[src/rtl/bdq_pkg.sv]
package bdq_pkg;

    localparam int DEPTH = 16;
    localparam int IDX_W = $clog2(DEPTH);
    localparam int CNT_W = $clog2(DEPTH + 1);

    localparam int REQ_W = 3;
    localparam int VAL_W = 32;
    localparam int STATUS_W = 2;
    localparam int OCC_W = 5;

    typedef enum logic [REQ_W-1:0] {
        REQ_PUSH_FRONT = 3'd0,
        REQ_PUSH_BACK  = 3'd1,
        REQ_POP_FRONT  = 3'd2,
        REQ_POP_BACK   = 3'd3,
        REQ_SEARCH     = 3'd4
    } bdq_req_t;

    typedef enum logic [STATUS_W-1:0] {
        ST_OK    = 2'd0,
        ST_EMPTY = 2'd1,
        ST_FULL  = 2'd2
    } bdq_status_t;

    typedef enum logic [2:0] {
        S_IDLE,
        S_EXEC,
        S_POP,
        S_SCAN,
        S_FINISH
    } bdq_state_t;

    // Commands from the controller to the datapath.
    typedef struct packed {
        logic        load;
        logic        push;
        logic        read_end;
        logic        pop_commit;
        logic        scan_start;
        logic        scan_step;
        logic        set_status;
        bdq_status_t status_code;
        logic        set_found;
        logic        emit;
    } bdq_cmd_t;

    // Status from the datapath back to the controller.
    typedef struct packed {
        logic [REQ_W-1:0] req;
        logic             full;
        logic             empty;
        logic             scan_hit;
        logic             scan_last;
    } bdq_stat_t;

    // Ring slot at base + offset, both below DEPTH.
    function automatic logic [IDX_W-1:0] slot_after(logic [IDX_W-1:0] base,
                                                    logic [IDX_W-1:0] offset);
        logic [IDX_W:0] sum;
        sum = {1'b0, base} + {1'b0, offset};
        if (sum >= (IDX_W + 1)'(DEPTH))
        begin
            sum = sum - (IDX_W + 1)'(DEPTH);
        end
        return sum[IDX_W-1:0];
    endfunction

endpackage

[src/rtl/bdq_if.sv]
interface bdq_req_if;
    logic                          valid;
    logic                          ready;
    logic [bdq_pkg::REQ_W-1:0]     req_type;
    logic signed [bdq_pkg::VAL_W-1:0] item_value;

    modport source (output valid, output req_type, output item_value, input ready);
    modport sink (input valid, input req_type, input item_value, output ready);
endinterface

interface bdq_rsp_if;
    logic                             valid;
    logic                             ready;
    logic [bdq_pkg::STATUS_W-1:0]     status;
    logic                             found;
    logic signed [bdq_pkg::VAL_W-1:0] removed_value;
    logic [bdq_pkg::OCC_W-1:0]        occupancy;

    modport source (output valid, output status, output found, output removed_value,
                    output occupancy, input ready);
    modport sink (input valid, input status, input found, input removed_value,
                  input occupancy, output ready);
endinterface

[src/rtl/bounded_deque_with_search.sv]
// Bounded double-ended queue of DEPTH signed 32-bit words kept in a ring buffer,
// taking one request at a time on req and answering each with exactly one word
// on rsp. A pop reads the end entry before it commits the removal, and a search
// on N held entries reads the entry memory through its single read port one
// entry per cycle and stops at the first match. A push into a full queue, a pop
// or search on an empty queue, and an unused request code are all answered from
// the EXEC state, with a full or empty status where one applies. A new request is
// accepted while the previous result still waits on rsp; its result is held until
// that word is taken.
module bounded_deque_with_search (
    input  logic      clk,
    input  logic      rst_n,
    bdq_req_if.sink   req,
    bdq_rsp_if.source rsp
);

    bdq_pkg::bdq_cmd_t  cmd;
    bdq_pkg::bdq_stat_t stat;

    bdq_ctrl u_ctrl (
        .clk       (clk),
        .rst_n     (rst_n),
        .in_valid  (req.valid),
        .in_ready  (req.ready),
        .out_valid (rsp.valid),
        .out_ready (rsp.ready),
        .stat      (stat),
        .cmd       (cmd)
    );

    bdq_dp u_dp (
        .clk               (clk),
        .rst_n             (rst_n),
        .cmd               (cmd),
        .stat              (stat),
        .in_req_type       (req.req_type),
        .in_item_value     (req.item_value),
        .out_status        (rsp.status),
        .out_found         (rsp.found),
        .out_removed_value (rsp.removed_value),
        .out_occupancy     (rsp.occupancy)
    );

endmodule

[src/rtl/bdq_ctrl.sv]
module bdq_ctrl (
    input  logic               clk,
    input  logic               rst_n,
    input  logic               in_valid,
    output logic               in_ready,
    output logic               out_valid,
    input  logic               out_ready,
    input  bdq_pkg::bdq_stat_t stat,
    output bdq_pkg::bdq_cmd_t  cmd
);

    bdq_pkg::bdq_state_t state_reg;
    bdq_pkg::bdq_state_t state_next;
    logic                out_valid_reg;
    logic                out_valid_next;
    logic                slot_free;

    assign slot_free = !out_valid_reg || out_ready;
    assign out_valid = out_valid_reg;

    always_ff @(posedge clk or negedge rst_n)
    begin
        if (!rst_n)
        begin
            state_reg     <= bdq_pkg::S_IDLE;
            out_valid_reg <= 1'b0;
        end
        else
        begin
            state_reg     <= state_next;
            out_valid_reg <= out_valid_next;
        end
    end

    always_comb
    begin
        state_next      = state_reg;
        cmd             = '0;
        cmd.status_code = bdq_pkg::ST_OK;
        in_ready        = 1'b0;

        case (state_reg)
            bdq_pkg::S_IDLE:
            begin
                in_ready = 1'b1;
                if (in_valid)
                begin
                    cmd.load   = 1'b1;
                    state_next = bdq_pkg::S_EXEC;
                end
            end
            bdq_pkg::S_EXEC:
            begin
                state_next = bdq_pkg::S_FINISH;
                case (stat.req)
                    bdq_pkg::REQ_PUSH_FRONT, bdq_pkg::REQ_PUSH_BACK:
                    begin
                        if (stat.full)
                        begin
                            cmd.set_status  = 1'b1;
                            cmd.status_code = bdq_pkg::ST_FULL;
                        end
                        else
                        begin
                            cmd.push = 1'b1;
                        end
                    end
                    bdq_pkg::REQ_POP_FRONT, bdq_pkg::REQ_POP_BACK:
                    begin
                        if (stat.empty)
                        begin
                            cmd.set_status  = 1'b1;
                            cmd.status_code = bdq_pkg::ST_EMPTY;
                        end
                        else
                        begin
                            cmd.read_end = 1'b1;
                            state_next   = bdq_pkg::S_POP;
                        end
                    end
                    bdq_pkg::REQ_SEARCH:
                    begin
                        if (stat.empty)
                        begin
                            cmd.set_status  = 1'b1;
                            cmd.status_code = bdq_pkg::ST_EMPTY;
                        end
                        else
                        begin
                            cmd.scan_start = 1'b1;
                            state_next     = bdq_pkg::S_SCAN;
                        end
                    end
                    default:
                    begin
                        state_next = bdq_pkg::S_FINISH;
                    end
                endcase
            end
            bdq_pkg::S_POP:
            begin
                cmd.pop_commit = 1'b1;
                state_next     = bdq_pkg::S_FINISH;
            end
            bdq_pkg::S_SCAN:
            begin
                cmd.scan_step = 1'b1;
                if (stat.scan_hit)
                begin
                    cmd.set_found = 1'b1;
                    state_next    = bdq_pkg::S_FINISH;
                end
                else if (stat.scan_last)
                begin
                    state_next = bdq_pkg::S_FINISH;
                end
            end
            bdq_pkg::S_FINISH:
            begin
                // Hold the finished result until the output register is free.
                if (slot_free)
                begin
                    cmd.emit   = 1'b1;
                    state_next = bdq_pkg::S_IDLE;
                end
            end
            default:
            begin
                state_next = bdq_pkg::S_IDLE;
            end
        endcase

        out_valid_next = cmd.emit || (out_valid_reg && !out_ready);
    end

endmodule

[src/rtl/bdq_dp.sv]
module bdq_dp (
    input  logic                                clk,
    input  logic                                rst_n,
    input  bdq_pkg::bdq_cmd_t                   cmd,
    output bdq_pkg::bdq_stat_t                  stat,
    input  logic [bdq_pkg::REQ_W-1:0]           in_req_type,
    input  logic signed [bdq_pkg::VAL_W-1:0]    in_item_value,
    output logic [bdq_pkg::STATUS_W-1:0]        out_status,
    output logic                                out_found,
    output logic signed [bdq_pkg::VAL_W-1:0]    out_removed_value,
    output logic [bdq_pkg::OCC_W-1:0]           out_occupancy
);

    logic [bdq_pkg::VAL_W-1:0] mem [bdq_pkg::DEPTH];

    logic [bdq_pkg::IDX_W-1:0]    front_reg, front_next;
    logic [bdq_pkg::CNT_W-1:0]    count_reg, count_next;
    logic [bdq_pkg::CNT_W-1:0]    issue_idx_reg, issue_idx_next;
    logic                         cmp_valid_reg, cmp_valid_next;
    logic                         cmp_last_reg, cmp_last_next;
    logic [bdq_pkg::REQ_W-1:0]    req_reg, req_next;
    logic [bdq_pkg::VAL_W-1:0]    val_reg, val_next;
    logic [bdq_pkg::STATUS_W-1:0] res_status_reg, res_status_next;
    logic                         res_found_reg, res_found_next;
    logic [bdq_pkg::VAL_W-1:0]    res_removed_reg, res_removed_next;
    logic [bdq_pkg::STATUS_W-1:0] out_status_reg, out_status_next;
    logic                         out_found_reg, out_found_next;
    logic [bdq_pkg::VAL_W-1:0]    out_removed_reg, out_removed_next;
    logic [bdq_pkg::OCC_W-1:0]    out_occ_reg, out_occ_next;
    logic [bdq_pkg::VAL_W-1:0]    rd_data_reg;

    logic                         is_front;
    logic                         full;
    logic                         empty;
    logic                         scan_issue;
    logic [bdq_pkg::IDX_W-1:0]    front_dec;
    logic [bdq_pkg::IDX_W-1:0]    front_inc;
    logic [bdq_pkg::IDX_W-1:0]    back_slot;
    logic [bdq_pkg::IDX_W-1:0]    last_slot;
    logic [bdq_pkg::IDX_W-1:0]    scan_slot;
    logic [bdq_pkg::IDX_W-1:0]    wr_addr;
    logic [bdq_pkg::IDX_W-1:0]    rd_addr;

    assign is_front = (req_reg == bdq_pkg::REQ_PUSH_FRONT)
                   || (req_reg == bdq_pkg::REQ_POP_FRONT);
    assign full  = (count_reg == bdq_pkg::CNT_W'(bdq_pkg::DEPTH));
    assign empty = (count_reg == '0);

    assign front_dec = bdq_pkg::slot_after(front_reg, bdq_pkg::IDX_W'(bdq_pkg::DEPTH - 1));
    assign front_inc = bdq_pkg::slot_after(front_reg, bdq_pkg::IDX_W'(1));
    assign back_slot = bdq_pkg::slot_after(front_reg, count_reg[bdq_pkg::IDX_W-1:0]);
    assign last_slot = bdq_pkg::slot_after(front_reg,
                                           bdq_pkg::IDX_W'(count_reg - 1'b1));
    assign scan_slot = bdq_pkg::slot_after(front_reg, issue_idx_reg[bdq_pkg::IDX_W-1:0]);

    assign wr_addr = is_front ? front_dec : back_slot;
    assign rd_addr = cmd.read_end ? (is_front ? front_reg : last_slot) : scan_slot;

    assign scan_issue = cmd.scan_step && (issue_idx_reg < count_reg);

    // The compare runs in the cycle after the read it checks, on the registered read data.
    assign stat.req       = req_reg;
    assign stat.full      = full;
    assign stat.empty     = empty;
    assign stat.scan_hit  = cmp_valid_reg && (rd_data_reg == val_reg);
    assign stat.scan_last = cmp_valid_reg && cmp_last_reg;

    always_comb
    begin
        front_next       = front_reg;
        count_next       = count_reg;
        issue_idx_next   = issue_idx_reg;
        cmp_valid_next   = cmp_valid_reg;
        cmp_last_next    = cmp_last_reg;
        req_next         = req_reg;
        val_next         = val_reg;
        res_status_next  = res_status_reg;
        res_found_next   = res_found_reg;
        res_removed_next = res_removed_reg;
        out_status_next  = out_status_reg;
        out_found_next   = out_found_reg;
        out_removed_next = out_removed_reg;
        out_occ_next     = out_occ_reg;

        if (cmd.load)
        begin
            req_next         = in_req_type;
            val_next         = in_item_value;
            res_status_next  = bdq_pkg::ST_OK;
            res_found_next   = 1'b0;
            res_removed_next = '0;
        end

        if (cmd.set_status)
        begin
            res_status_next = cmd.status_code;
        end

        if (cmd.push)
        begin
            if (is_front)
            begin
                front_next = front_dec;
            end
            count_next = count_reg + 1'b1;
        end

        if (cmd.pop_commit)
        begin
            res_removed_next = rd_data_reg;
            if (is_front)
            begin
                front_next = front_inc;
            end
            count_next = count_reg - 1'b1;
        end

        if (cmd.scan_start)
        begin
            issue_idx_next = '0;
            cmp_valid_next = 1'b0;
        end
        else if (cmd.scan_step)
        begin
            cmp_valid_next = scan_issue;
            cmp_last_next  = (issue_idx_reg == count_reg - 1'b1);
            if (scan_issue)
            begin
                issue_idx_next = issue_idx_reg + 1'b1;
            end
        end
        else
        begin
            cmp_valid_next = 1'b0;
        end

        if (cmd.set_found)
        begin
            res_found_next = 1'b1;
        end

        if (cmd.emit)
        begin
            out_status_next  = res_status_reg;
            out_found_next   = res_found_reg;
            out_removed_next = res_removed_reg;
            out_occ_next     = bdq_pkg::OCC_W'(count_reg);
        end
    end

    always_ff @(posedge clk or negedge rst_n)
    begin
        if (!rst_n)
        begin
            front_reg     <= '0;
            count_reg     <= '0;
            cmp_valid_reg <= 1'b0;
        end
        else
        begin
            front_reg     <= front_next;
            count_reg     <= count_next;
            cmp_valid_reg <= cmp_valid_next;
        end
    end

    always_ff @(posedge clk)
    begin
        issue_idx_reg   <= issue_idx_next;
        cmp_last_reg    <= cmp_last_next;
        req_reg         <= req_next;
        val_reg         <= val_next;
        res_status_reg  <= res_status_next;
        res_found_reg   <= res_found_next;
        res_removed_reg <= res_removed_next;
        out_status_reg  <= out_status_next;
        out_found_reg   <= out_found_next;
        out_removed_reg <= out_removed_next;
        out_occ_reg     <= out_occ_next;
    end

    always_ff @(posedge clk)
    begin
        if (cmd.push)
        begin
            mem[wr_addr] <= val_reg;
        end
    end

    always_ff @(posedge clk)
    begin
        rd_data_reg <= mem[rd_addr];
    end

    assign out_status        = out_status_reg;
    assign out_found         = out_found_reg;
    assign out_removed_value = out_removed_reg;
    assign out_occupancy     = out_occ_reg;

    a_count_bound: assert property (@(posedge clk) disable iff (!rst_n)
        count_reg <= bdq_pkg::CNT_W'(bdq_pkg::DEPTH))
        else $error("entry count exceeds depth");

    a_push_count: assert property (@(posedge clk) disable iff (!rst_n)
        cmd.push |=> count_reg == $past(count_reg) + 1'b1)
        else $error("push did not grow the queue by one");

    a_pop_count: assert property (@(posedge clk) disable iff (!rst_n)
        cmd.pop_commit |=> count_reg == $past(count_reg) - 1'b1)
        else $error("pop did not shrink the queue by one");

    a_push_not_full: assert property (@(posedge clk) disable iff (!rst_n)
        cmd.push |-> !full)
        else $error("push issued into a full queue");

endmodule

[src/flat_wrapper.sv]
// flat-port wrapper written by rule: the top's interface ports become plain ports
module bounded_deque_with_search_flat 
  (clk, rst_n, req_valid, req_req_type, req_item_value, req_ready, rsp_valid, rsp_status, rsp_found, rsp_removed_value, rsp_occupancy, rsp_ready);
  bdq_req_if req_i ();
  bdq_rsp_if rsp_i ();
  input  logic clk;
  input  logic rst_n;
  input wire logic [$bits(req_i.valid)-1:0] req_valid;
  input wire logic [$bits(req_i.req_type)-1:0] req_req_type;
  input wire logic [$bits(req_i.item_value)-1:0] req_item_value;
  output wire logic [$bits(req_i.ready)-1:0] req_ready;
  output wire logic [$bits(rsp_i.valid)-1:0] rsp_valid;
  output wire logic [$bits(rsp_i.status)-1:0] rsp_status;
  output wire logic [$bits(rsp_i.found)-1:0] rsp_found;
  output wire logic [$bits(rsp_i.removed_value)-1:0] rsp_removed_value;
  output wire logic [$bits(rsp_i.occupancy)-1:0] rsp_occupancy;
  input wire logic [$bits(rsp_i.ready)-1:0] rsp_ready;
  assign req_i.valid = req_valid;
  assign req_i.req_type = req_req_type;
  assign req_i.item_value = req_item_value;
  assign req_ready = req_i.ready;
  assign rsp_valid = rsp_i.valid;
  assign rsp_status = rsp_i.status;
  assign rsp_found = rsp_i.found;
  assign rsp_removed_value = rsp_i.removed_value;
  assign rsp_occupancy = rsp_i.occupancy;
  assign rsp_i.ready = rsp_ready;
  bounded_deque_with_search u_core (.clk(clk), .rst_n(rst_n), .req(req_i), .rsp(rsp_i));
endmodule
[config.mk]
export PLATFORM = sky130hd
export DESIGN_NAME = bounded_deque_with_search_flat
export DESIGN_NICKNAME = d
export VERILOG_FILES = /design/src/rtl/bdq_pkg.sv /design/src/rtl/bdq_if.sv /design/src/rtl/bounded_deque_with_search.sv /design/src/rtl/bdq_ctrl.sv /design/src/rtl/bdq_dp.sv /design/src/flat_wrapper.sv
export SDC_FILE = /design/constraint.sdc
export NUM_CORES = 1
export LEC_CHECK = 0
export ABC_AREA = 0
export BUFFER_PORTS_ARGS = -buffer_cell sky130_fd_sc_hd__clkbuf_2
export CORE_MARGIN = 3
export CORE_UTILIZATION = 36
export CTS_CLUSTER_DIAMETER = 120
export DETAILED_ROUTE_END_ITERATION = 16
export PLACE_DENSITY = 0.6
export REMOVE_ABC_BUFFERS = 1
export SETUP_SLACK_MARGIN = 0.15
export SLEW_MARGIN = 20
export SYNTH_ARGS = -nofsm -noshare
export SYNTH_HDL_FRONTEND = slang
export SYNTH_SLANG_ARGS = --single-unit
[constraint.sdc]
create_clock -name clk -period 4.3 [get_ports clk]
set_input_delay 0.215 -clock clk [delete_from_list [all_inputs] [get_ports clk]]
set_output_delay 0.215 -clock clk [all_outputs]
set_load 0.02 [all_outputs]
==> results.json, run 1 <==
{
  "status": "completed",
  "yosysWarnings": 0,
  "fin_nets": 1999,
  "p_leak_uw": 0.01079,
  "area_delta_synth_final_pct": 16.54,
  "clock_skew_ns": 0.02188,
  "start_util_pct": 36.43,
  "cts.htree.levels": 3,
  "fmax_ghz": 0.2654,
  "worst_ep_arrival_time_ns": 4.27,
  "chipHeight_um": 280.7,
  "clkSinkCount": 674,
  "critPathRequiredTime_ns": 4.80,
  "pin_count": 81,
  "synth_top_area_cell": "edfxtp_1",
  "clkSlewWorstSetupHoldPaths_ns": 0.06,
  "top_register": "u_core.u_dp.mem",
  "final_hold_viol_count": 0,
  "swShare_pct": 40.16,
  "die_w_um": 280.7,
  "fin_cells": 2963,
  "p_seq_share_pct": 33.2,
  "r2r_cells": 9,
  "p_sw_uw": 10960,
  "grt_usage_pct": 17.49,
  "grt_max_degree": 127,
  "antennaDiodeCount": 0,
  "clock_path_buffers": 3,
  "ys_ff_latch": 674,
  "yosysSeqAreaShare_pct": 72.85,
  "cts_root_buf": "clkbuf_16",
  "syn_area_per_cell_um2": 15.00,
  "synth_top_cell_area_share_pct": 68.76,
  "worstPathMaxFanout": 48,
  "post_cts_resized": 0,
  "end_kind": "flop",
  "fin_setup_tns_ns": 0,
  "vias_per_cell": 5.469,
  "dp.final_hpwl_mm": 37.13,
  "drt-total-wl_mm": 68.90,
  "rsz0062_at_grt": "false",
  "power.density_nw_per_um2": 861.7,
  "post_drt_wl_per_cell_um": 23.25,
  "fin_total_pwr_uw": 27280,
  "num_vias": 16210,
  "comb_power_share_pct": 44.8,
  "synthDistinctLibCells": 73,
  "synth-edff-count": 622,
  "slowest_delay_ns": 0.57,
  "post-route-period-util_pct": 87.62,
  "dr.pass1.iters": 6,
  "tightest_slew_ns": 0.9377,
  "grt_pass1_vias": 16170,
  "drt_iter0_drc": 1391,
  "gp_congestion": 0.8275,
  "antenna_found_initial": 1,
  "ant_nets": 0,
  "synth_flop_cell": "edfxtp_1",
  "fin_crit_ns": 3.768,
  "synth_area_leaders": "edfxtp_1 (69%), mux2i_1 (4.8%), nand2_1 (3.7%)",
  "fin_util_pct": 42.45,
  "synth_cells": 1811,
  "core_area_um2": 74570,
  "place_inst": 2794,
  "cp-start-kind": "flop",
  "holdCritPathClass": "in -> async",
  "maxSlewViolCount": 0,
  "grt_remaining_overflow": 0,
  "ys_async_sr_fraction_pct": 2.077,
  "worstSetupPathType": "reg -> reg",
  "netlist_area_um2": 27160,
  "clkPwrFrac_pct": 22.0,
  "drc": 0,
  "crit_path_top_delay_cell": "a221oi_1",
  "cap_viol_max_count": 0,
  "intPower_uw": 16320,
  "drive_gt1_share_pct": 13.04,
  "grt_pass1_wl_mm": 103.0,
  "tritoncts": "yes",
  "rows": 100,
  "path_cells": "inv_1, ha_1, fa_1, a21oi_1, o31ai_4, buf_4, a221oi_1, nand3_1, a32o_1",
  "vdd_drop_max_mv": 1.061,
  "clock_latency_ns": 0.61,
  "largest_reg_flops": 512,
  "finalSetupViolCount": 0,
  "die_area_um2": 78790,
  "max_slew_margin_pct": 37.48,
  "io_buffers": 80,
  "cts_buffers": 72
}
==> metrics by stage <==
stage	area, um2	setup WS (ns)	hold slack [ns]
after CTS	31660	0.5615	0.06121
after detailed placement	29010	0.5795	0.1767
final	31660	0.5322	0.06968
after global routing	31660	0.3632	0.09691
after floorplan	26640	-5.820	-0.08059
after global placement	29010	0.6470	0.1619
==> synth_stat cells (all sizes together) (5+ instances only) <==
master    n
o32a     31
mux2i   130
a32o     31
nand4    10
o221ai   32
a31oi    31
nand2   268
nor2     29
ha       20
xor2      7
dfrtp    14
clkbuf   57
o21ai    45
o22ai    31
dfxtp    38
a21oi    78
inv      25
and2     32
buf      52
xnor2    45
edfxtp  622
a221oi   64
o31ai     5
nand3    44
nor3     10
==> layout make-up <==
| class | instances | area, um2 |
|---|---|---|
| Fill cell | 6631 | 42920 |
| Sequential cell | 674 | 19790 |
| Multi-Input combinational cell | 1003 | 6989 |
| Clock buffer | 104 | 2026 |
| Timing Repair Buffer | 161 | 1304 |
| Tap cell | 969 | 1212 |
| Clock inverter | 27 | 241.5 |
| Inverter | 25 | 93.84 |
==> critical path: cells and delay by family (launching register included) <==
family                     cells  cell delay, ns
AOI/OAI and AO/OA              4            1.46
buffers and inverters          2            0.52
and+or+nand+nor                1            0.21
adders and majority gates      2            0.89
DFF                            1            0.55
==> cells in the final DEF (no fill, tap or decap), types with 43 or more instances in the layout <==
| cell | count |
|---|---|
| edfxtp_1 | 622 |
| clkbuf_16 | 75 |
| a221oi_1 | 63 |
| clkbuf_2 | 80 |
| a21oi_1 | 77 |
| mux2i_1 | 129 |
| o21ai_0 | 43 |
| xnor2_1 | 45 |
| nand3_1 | 43 |
| nand2_1 | 265 |
==> final timing paths <==
path                                                start                               end  slack (ns)
max in group asynchronous                           rst_n        u_core.u_ctrl.state_reg[0]        3.93
hold reg to reg            u_core.u_dp.res_removed_reg[9]  u_core.u_dp.out_removed_value[9]        0.41
hold / removal                                      rst_n          u_core.u_dp.count_reg[1]        0.07
setup reg to reg                 u_core.u_dp.count_reg[0]       u_core.u_dp.rd_data_reg[22]        0.53
min in group clk                       req_item_value[26]           u_core.u_dp.val_reg[26]        0.31
setup / recovery                 u_core.u_dp.count_reg[0]       u_core.u_dp.rd_data_reg[22]        0.53
==> per-layer routing <==
metal  track usage [%]  up-vias  wire, um
met1             23.95     8180     29940
met2             28.34      599     32280
met4             5.412        0      1419
li1                  -     7325         -
met5                 0        -         0
met3             3.348      102      5262
==> power groups by stage <==
stage               Combinational, uW  Sequential (uW)  Clock, uW
global placement                12100             9160          0
finish                          12200             9060       5990
CTS                             12300             9070       6120
detailed placement              12200             9200          0
floorplan                        8020             8990          0
global route                    13300             9160       6390
==> logic make-up after synthesis <==
group                      synth area share (%)
DFF                                       72.85
and+or+nand+nor                           6.905
AOI/OAI and AO/OA                         10.20
buffers and inverters                     2.285
muxes                                     4.915
xor gates and xnor gates                  1.704
adders and majority gates                 1.142
==> timing repair <==
item                                   4_1_cts  5_1_grt
buffers inserted                             0        0
setup endpoints to repair                    0        0
endpoints found under the hold margin       53        0
hold buffers                                38        0
Power figures use the tool's default switching activity.
==> run 2, diff against run 1 <==
--- a/config.mk
+++ b/config.mk
@@ -6,15 +6,15 @@
 export NUM_CORES = 1
 export LEC_CHECK = 0
 export ABC_AREA = 0
-export BUFFER_PORTS_ARGS = -buffer_cell sky130_fd_sc_hd__clkbuf_2
 export CORE_MARGIN = 3
 export CORE_UTILIZATION = 36
 export CTS_CLUSTER_DIAMETER = 120
 export DETAILED_ROUTE_END_ITERATION = 16
-export PLACE_DENSITY = 0.6
+export DONT_BUFFER_PORTS = 1
+export PLACE_DENSITY = 0.59
 export REMOVE_ABC_BUFFERS = 1
 export SETUP_SLACK_MARGIN = 0.15
-export SLEW_MARGIN = 20
 export SYNTH_ARGS = -nofsm -noshare
 export SYNTH_HDL_FRONTEND = slang
+export SYNTH_HIERARCHICAL = 1
 export SYNTH_SLANG_ARGS = --single-unit
==> results.json, run 2 <==
{
  "status": "completed",
  "place_inst": 2841,
  "tightest_slew_ns": 1.041,
  "core_area_um2": 71980,
  "synth-edff-count": 622,
  "drc": 0,
  "grt_pass1_vias": 14910,
  "yosysWarnings": 6,
  "power.density_nw_per_um2": 756.9,
  "drive_gt1_share_pct": 9.175,
  "crit_path_top_delay_cell": "dfrtp_1",
  "cts_buffers": 71,
  "intPower_uw": 14450,
  "cts_setup_buffers": 0,
  "comb_power_share_pct": 33.8,
  "final_hold_viol_count": 0,
  "most-common-layout-cells": "edfxtp_1 (622), nand2_1 (531), nand3_1 (262)",
  "dpl_cell_area_um2": 27750,
  "gp_congestion": 0.7638,
  "pin_count": 81,
  "synth_top_cell_area_share_pct": 70.81,
  "dp.final_hpwl_mm": 32.95,
  "worstSetupPathType": "reg -> reg",
  "r2r_cells": 13,
  "die_w_um": 276.7,
  "clock_latency_ns": 0.62,
  "start_util_pct": 36.65,
  "grt_pass1_wl_mm": 96.19,
  "vdd_drop_max_mv": 0.8278,
  "slowest_delay_ns": 0.54,
  "drt_iter0_drc": 1381,
  "post_cts_resized": 0,
  "grt_max_degree": 81,
  "grt_remaining_overflow": 0,
  "syn_area_per_cell_um2": 13.56,
  "holdCritPathClass": "in -> async",
  "yosysSeqAreaShare_pct": 75.02,
  "clkSlewWorstSetupHoldPaths_ns": 0.06,
  "clock_skew_ns": 0.02248,
  "top_register": "u_core/u_dp/mem",
  "synth_area_leaders": "edfxtp_1 (71%), nand2_1 (7.6%), nand3_1 (5.0%)",
  "tritoncts": "yes",
  "p_sw_uw": 8638,
  "worstPathMaxFanout": 72,
  "antennaDiodeCount": 0,
  "antenna_found_initial": 1,
  "p_leak_uw": 0.01033,
  "clkSinkCount": 674,
  "worstSetupStartpoint": "u_core/u_dp/count_reg[0]",
  "cp.depth": 13,
  "maxSlewViolCount": 0,
  "area_delta_synth_final_pct": 15.62,
  "chipHeight_um": 276.7,
  "fmax_ghz": 0.2858,
  "rows": 98,
  "largest_reg_flops": 512,
  "layout_commonest_cell": "edfxtp_1",
  "finalSetupViolCount": 0,
  "crit_buf_inv": 3,
  "grt_usage_pct": 16.50,
  "fin_cells": 3010,
  "ant_nets": 0,
  "clock_path_buffers": 3,
  "synth_flop_cell": "edfxtp_1",
  "cts_root_buf": "clkbuf_16",
  "vias_per_cell": 5.107,
  "swShare_pct": 37.42,
  "netlist_area_um2": 26380,
  "synth_top_area_cell": "edfxtp_1",
  "critPathRequiredTime_ns": 4.83,
  "io_buffers": 0,
  "finalInstanceArea_um2": 30500,
  "ys_ff_latch": 674,
  "drt-total-wl_mm": 63.94,
  "post-route-period-util_pct": 81.36,
  "ys_async_sr_fraction_pct": 2.077,
  "rsz0062_at_grt": "false",
  "r2r_start": "u_core/u_dp/count_reg[0]",
  "end_kind": "flop",
  "worst_ep_arrival_time_ns": 4.03,
  "ctsHoldBuffers": 38,
  "holdWs_ns": 0.1355,
  "synth.most_common_cell": "edfxtp_1",
  "synth_cells": 1946,
  "p_seq_share_pct": 39.2,
  "num_vias": 15370,
  "clkPwrFrac_pct": 26.9,
  "cts.htree.levels": 3,
  "synthDistinctLibCells": 58,
  "cp-start-kind": "flop",
  "synth_common_cells": "edfxtp_1 (622), nand2_1 (531), nand3_1 (262)",
  "cp_top_family": "simple AND/OR/NAND/NOR gates",
  "fin_setup_tns_ns": 0,
  "fin_crit_ns": 3.498,
  "fin_total_pwr_uw": 23090,
  "cap_viol_max_count": 0,
  "path_cells": "inv_1, ha_1, and3_1, and2_1, nor4_2, buf_4, nor2_1, a31oi_4, buf_12, nand2_1, nand3_1, nand4_1, mux2i_1",
  "max_slew_margin_pct": 30.24,
  "post_drt_wl_per_cell_um": 21.24,
  "fin_nets": 2063,
  "dr.pass1.iters": 5,
  "die_area_um2": 76560
}
run 2: area by class of cell:
class | count | area, um2
fillers | 6450 | 41480
repair buffers | 80 | 845.8
well taps | 950 | 1189
clock inverters | 31 | 410.4
clock buffers | 100 | 1956
inverters | 17 | 63.81
multi-input cells | 1158 | 6246
flip-flops and latches | 674 | 19790
run 2: logic make-up after synthesis:
kind of cell / count (synthesis) / share of synthesized area [%]
flops: 674 / 75.02
fa+ha+maj: 22 / 1.129
simple gates: 989 / 17.08
buf+inv: 114 / 2.087
compound gates: 56 / 1.437
xor+xnor: 56 / 1.916
mux: 35 / 1.333
run 2: power groups by stage:
stage	registers, uW	logic [uW]	clock network [uW]
4_1_cts	9070	7920	6370
6_report	9060	7810	6220
3_5_place_dp	9210	7840	0
5_1_grt	9160	8670	6630
2_1_floorplan	8920	4950	0
3_3_place_gp	9180	7780	0
run 2: per-layer routing:
layer  track usage, %  part of all wire [%]  vias up  wire length (um)
met5                0                 0.020        -                13
met4            5.307                   2.2        2              1423
met3            3.026                   5.8       83              3740
met2            27.35                    49      450             31140
met1            22.07                    43     7685             27620
li1                 -                     -     7153                 -
run 2: stage by stage:
step | setup slack [ns] | utilization, %
3_3_place_gp | 0.8190 | 38.56
6_report | 0.8015 | 42.37
4_1_cts | 0.7513 | 42.37
5_1_grt | 0.4898 | 42.37
2_1_floorplan | -4.483 | -
3_5_place_dp | 0.7550 | 38.56
run 2: worst paths after layout:
path / to / slack [ns]
setup / recovery: u_core/u_dp/rd_data_reg[23] / 0.80
hold / removal: u_core/u_dp/cmp_valid_reg / 0.14
min in group clk: u_core/u_dp/val_reg[16] / 0.23
hold reg to reg: u_core/u_dp/out_removed_value[15] / 0.41
setup reg to reg: u_core/u_dp/rd_data_reg[23] / 0.80
max in group asynchronous: u_core/u_ctrl/state_reg[1] / 3.66
==> run 3, diff against run 2 <==
--- a/config.mk
+++ b/config.mk
@@ -11,7 +11,7 @@
 export CTS_CLUSTER_DIAMETER = 120
 export DETAILED_ROUTE_END_ITERATION = 16
 export DONT_BUFFER_PORTS = 1
-export PLACE_DENSITY = 0.59
+export PLACE_DENSITY = 0.61
 export REMOVE_ABC_BUFFERS = 1
 export SETUP_SLACK_MARGIN = 0.15
 export SYNTH_ARGS = -nofsm -noshare
==> constraint.sdc (replaced) <==
create_clock -name clk -period 2.89 [get_ports clk]
set_input_delay 0.1445 -clock clk [delete_from_list [all_inputs] [get_ports clk]]
set_output_delay 0.1445 -clock clk [all_outputs]
set_load 0.02 [all_outputs]
==> results.json, run 3 (synthesis gave the netlist of run 2 again) <==
{
  "status": "completed",
  "place_inst": 2919,
  "dr.pass1.iters": 6,
  "clock_path_buffers": 3,
  "path_cells": "inv_2, ha_2, inv_1, fa_2, o21ai_2, a31o_4, nor3_4, buf_12, buf_12, clkbuf_16, nand3_1, nand4_1, mux2i_1",
  "rows": 98,
  "r2r_cells": 13,
  "clock_skew_ns": 0.01956,
  "rsz0062_at_grt": "true",
  "post-route-period-util_pct": 94.71,
  "clkSinkCount": 674,
  "holdWs_ns": 0.06681,
  "cp_top_family": "adder cells",
  "intPower_uw": 25300,
  "top_register": "u_core/u_dp/mem",
  "cts_buffers": 73,
  "num_vias": 16730,
  "drc": 0,
  "swShare_pct": 37.18,
  "worst_ep_arrival_time_ns": 3.23,
  "chipHeight_um": 276.7,
  "crit_buf_inv": 5,
  "largest_reg_flops": 512,
  "post_drt_wl_per_cell_um": 23.05,
  "cp-start-kind": "flop",
  "drive_gt1_share_pct": 18.67,
  "slowest_delay_ns": 0.54,
  "worstSetupPathType": "reg -> reg",
  "p_leak_uw": 0.01171,
  "worstPathMaxFanout": 4,
  "end_kind": "flop",
  "grt_pass1_vias": 15920,
  "cpMostUsedCell": "buf_12",
  "grt-busiest-layer": "met2",
  "antennaDiodeCount": 0,
  "whs_path_depth": 3,
  "r2r_start": "u_core/u_dp/count_reg[0]",
  "min_from": "rsp_ready",
  "p_seq_share_pct": 32.7,
  "vias_per_cell": 5.273,
  "globalRouteMet1Util_pct": 24.08,
  "crit_path_top_delay_cell": "fa_2",
  "drt-total-wl_mm": 73.13,
  "cts_root_buf": "clkbuf_16",
  "grt_use_met3_pct": 2.934,
  "tritoncts": "yes",
  "cap_viol_max_count": 0,
  "fin_cells": 3173,
  "pin_count": 81,
  "fin_setup_tns_ns": 0,
  "vdd_drop_max_mv": 0.6987,
  "final_hold_viol_count": 0,
  "grt_pass1_wl_mm": 101.8,
  "critPathRequiredTime_ns": 3.38,
  "fmax_ghz": 0.3653,
  "clock_latency_ns": 0.61,
  "ant_nets": 0,
  "drt_iter0_drc": 1748,
  "maxSlewViolCount": 0,
  "die_w_um": 276.7,
  "clkPwrFrac_pct": 23.2,
  "holdCritPathClass": "in -> reg",
  "area_delta_synth_final_pct": 27.05,
  "die_area_um2": 76560,
  "io_buffers": 0,
  "cts.htree.levels": 3,
  "p_sw_uw": 14970,
  "max_slew_margin_pct": 44.56,
  "fin_crit_ns": 2.737,
  "finalSetupViolCount": 0,
  "grt_max_degree": 71,
  "clkSlewWorstSetupHoldPaths_ns": 0.06,
  "grt_remaining_overflow": 0,
  "grt_use_met2_pct": 28.89,
  "r2r_slack_ns": 0.15,
  "core_area_um2": 71980,
  "r2r-end": "u_core/u_dp/rd_data_reg[27]",
  "gp_congestion": 0.7844,
  "grt_usage_pct": 17.56,
  "comb_power_share_pct": 44.1,
  "antenna_found_initial": 1,
  "start_util_pct": 36.65,
  "dp.final_hpwl_mm": 37.10,
  "most-common-layout-cells": "edfxtp_1 (622), nand2_1 (528), nand3_1 (240)",
  "power.density_nw_per_um2": 1202,
  "tightest_slew_ns": 0.8288,
  "layout_commonest_cell": "edfxtp_1",
  "min_to": "u_core/u_dp/out_removed_value[5]",
  "fillerInstances": 6136,
  "fin_nets": 2225
}
## run 3: cell count changes in the layout (fill, tap and decap cells not counted), moves of 4 or more
cell | before | now
buf_6 | 0 | 9
buf_4 | 30 | 94
buf_16 | 0 | 22
buf_12 | 12 | 53
clkinv_2 | 10 | 15
nand3_2 | 2 | 24
clkbuf_1 | 22 | 14
nand3_1 | 262 | 240
clkinv_1 | 3 | 7
clkbuf_16 | 71 | 95
ha_1 | 19 | 15
## run 3: layout make-up
type	instances	area (um2)	share of cell area (%)
clock inverters	38	387.9	1.157
repair buffers	240	3450	10.29
well taps	950	1189	3.546
multi-input cells	1158	6610	19.72
clock buffers	96	2026	6.044
inverters	17	63.81	0.1904
flip-flops and latches	674	19790	59.05
## run 3: power groups by stage
stage	registers [uW]	clock network [uW]	logic (uW)
3_5_place_dp	13400	0	12700
4_1_cts	13200	9550	15500
2_1_floorplan	13300	0	6150
3_3_place_gp	13400	0	12500
5_1_grt	13200	9920	19000
6_report	13200	9350	17800
## run 3: per-layer routing
metal,share of wire [%],up-vias
li1,-,7504
met4,3.2,0
met5,0,-
met2,48,761
met1,41,8310
met3,7.5,155
## run 3: repair_timing
action / CTS / global route
resized for setup: 41 / 69
hold endpoints to repair: 57 / 0
hold buffers: 38 / 0
cloned: 15 / 21
setup buffers: 26 / 20
pin swaps: 5 / 53
setup endpoints to repair: 547 / 394
## run 3: per-stage QoR
stage / setup WS (ns) / utilization (%) / cell area (um2) / total power, uW
after global placement: -0.1239 / 39.96 / 28760 / 25820
final: 0.1528 / 46.57 / 33520 / 40270
after CTS: 0.1422 / 45.17 / 32510 / 38220
after detailed placement: -0.1583 / 39.96 / 28760 / 26020
after floorplan: -5.893 / - / 25890 / 19410
after global routing: 0.04259 / 46.57 / 33520 / 42130
## run 3: tightest hold or removal path: stages
cell	delay [ns]
inv_1	0.08
a21oi_4	0.07
buf_4	0.20
## run 3: worst max-delay path by stage
stage | startpoint | end | slack [ns] | depth (start not counted)
global placement | u_core/u_dp/count_reg[0] | u_core/u_dp/rd_data_reg[11] | -0.12 | 14
finish | u_core/u_dp/count_reg[0] | u_core/u_dp/rd_data_reg[27] | 0.15 | 13
CTS | u_core/u_dp/val_reg[30] | u_core/u_ctrl/state_reg[2] | 0.14 | 10
floorplan | u_core/u_dp/count_reg[0] | u_core/u_dp/rd_data_reg[22] | -5.89 | 11
global route | u_core/u_dp/count_reg[0] | u_core/u_dp/rd_data_reg[27] | 0.04 | 16
detailed placement | u_core/u_dp/count_reg[0] | u_core/u_dp/rd_data_reg[11] | -0.16 | 13
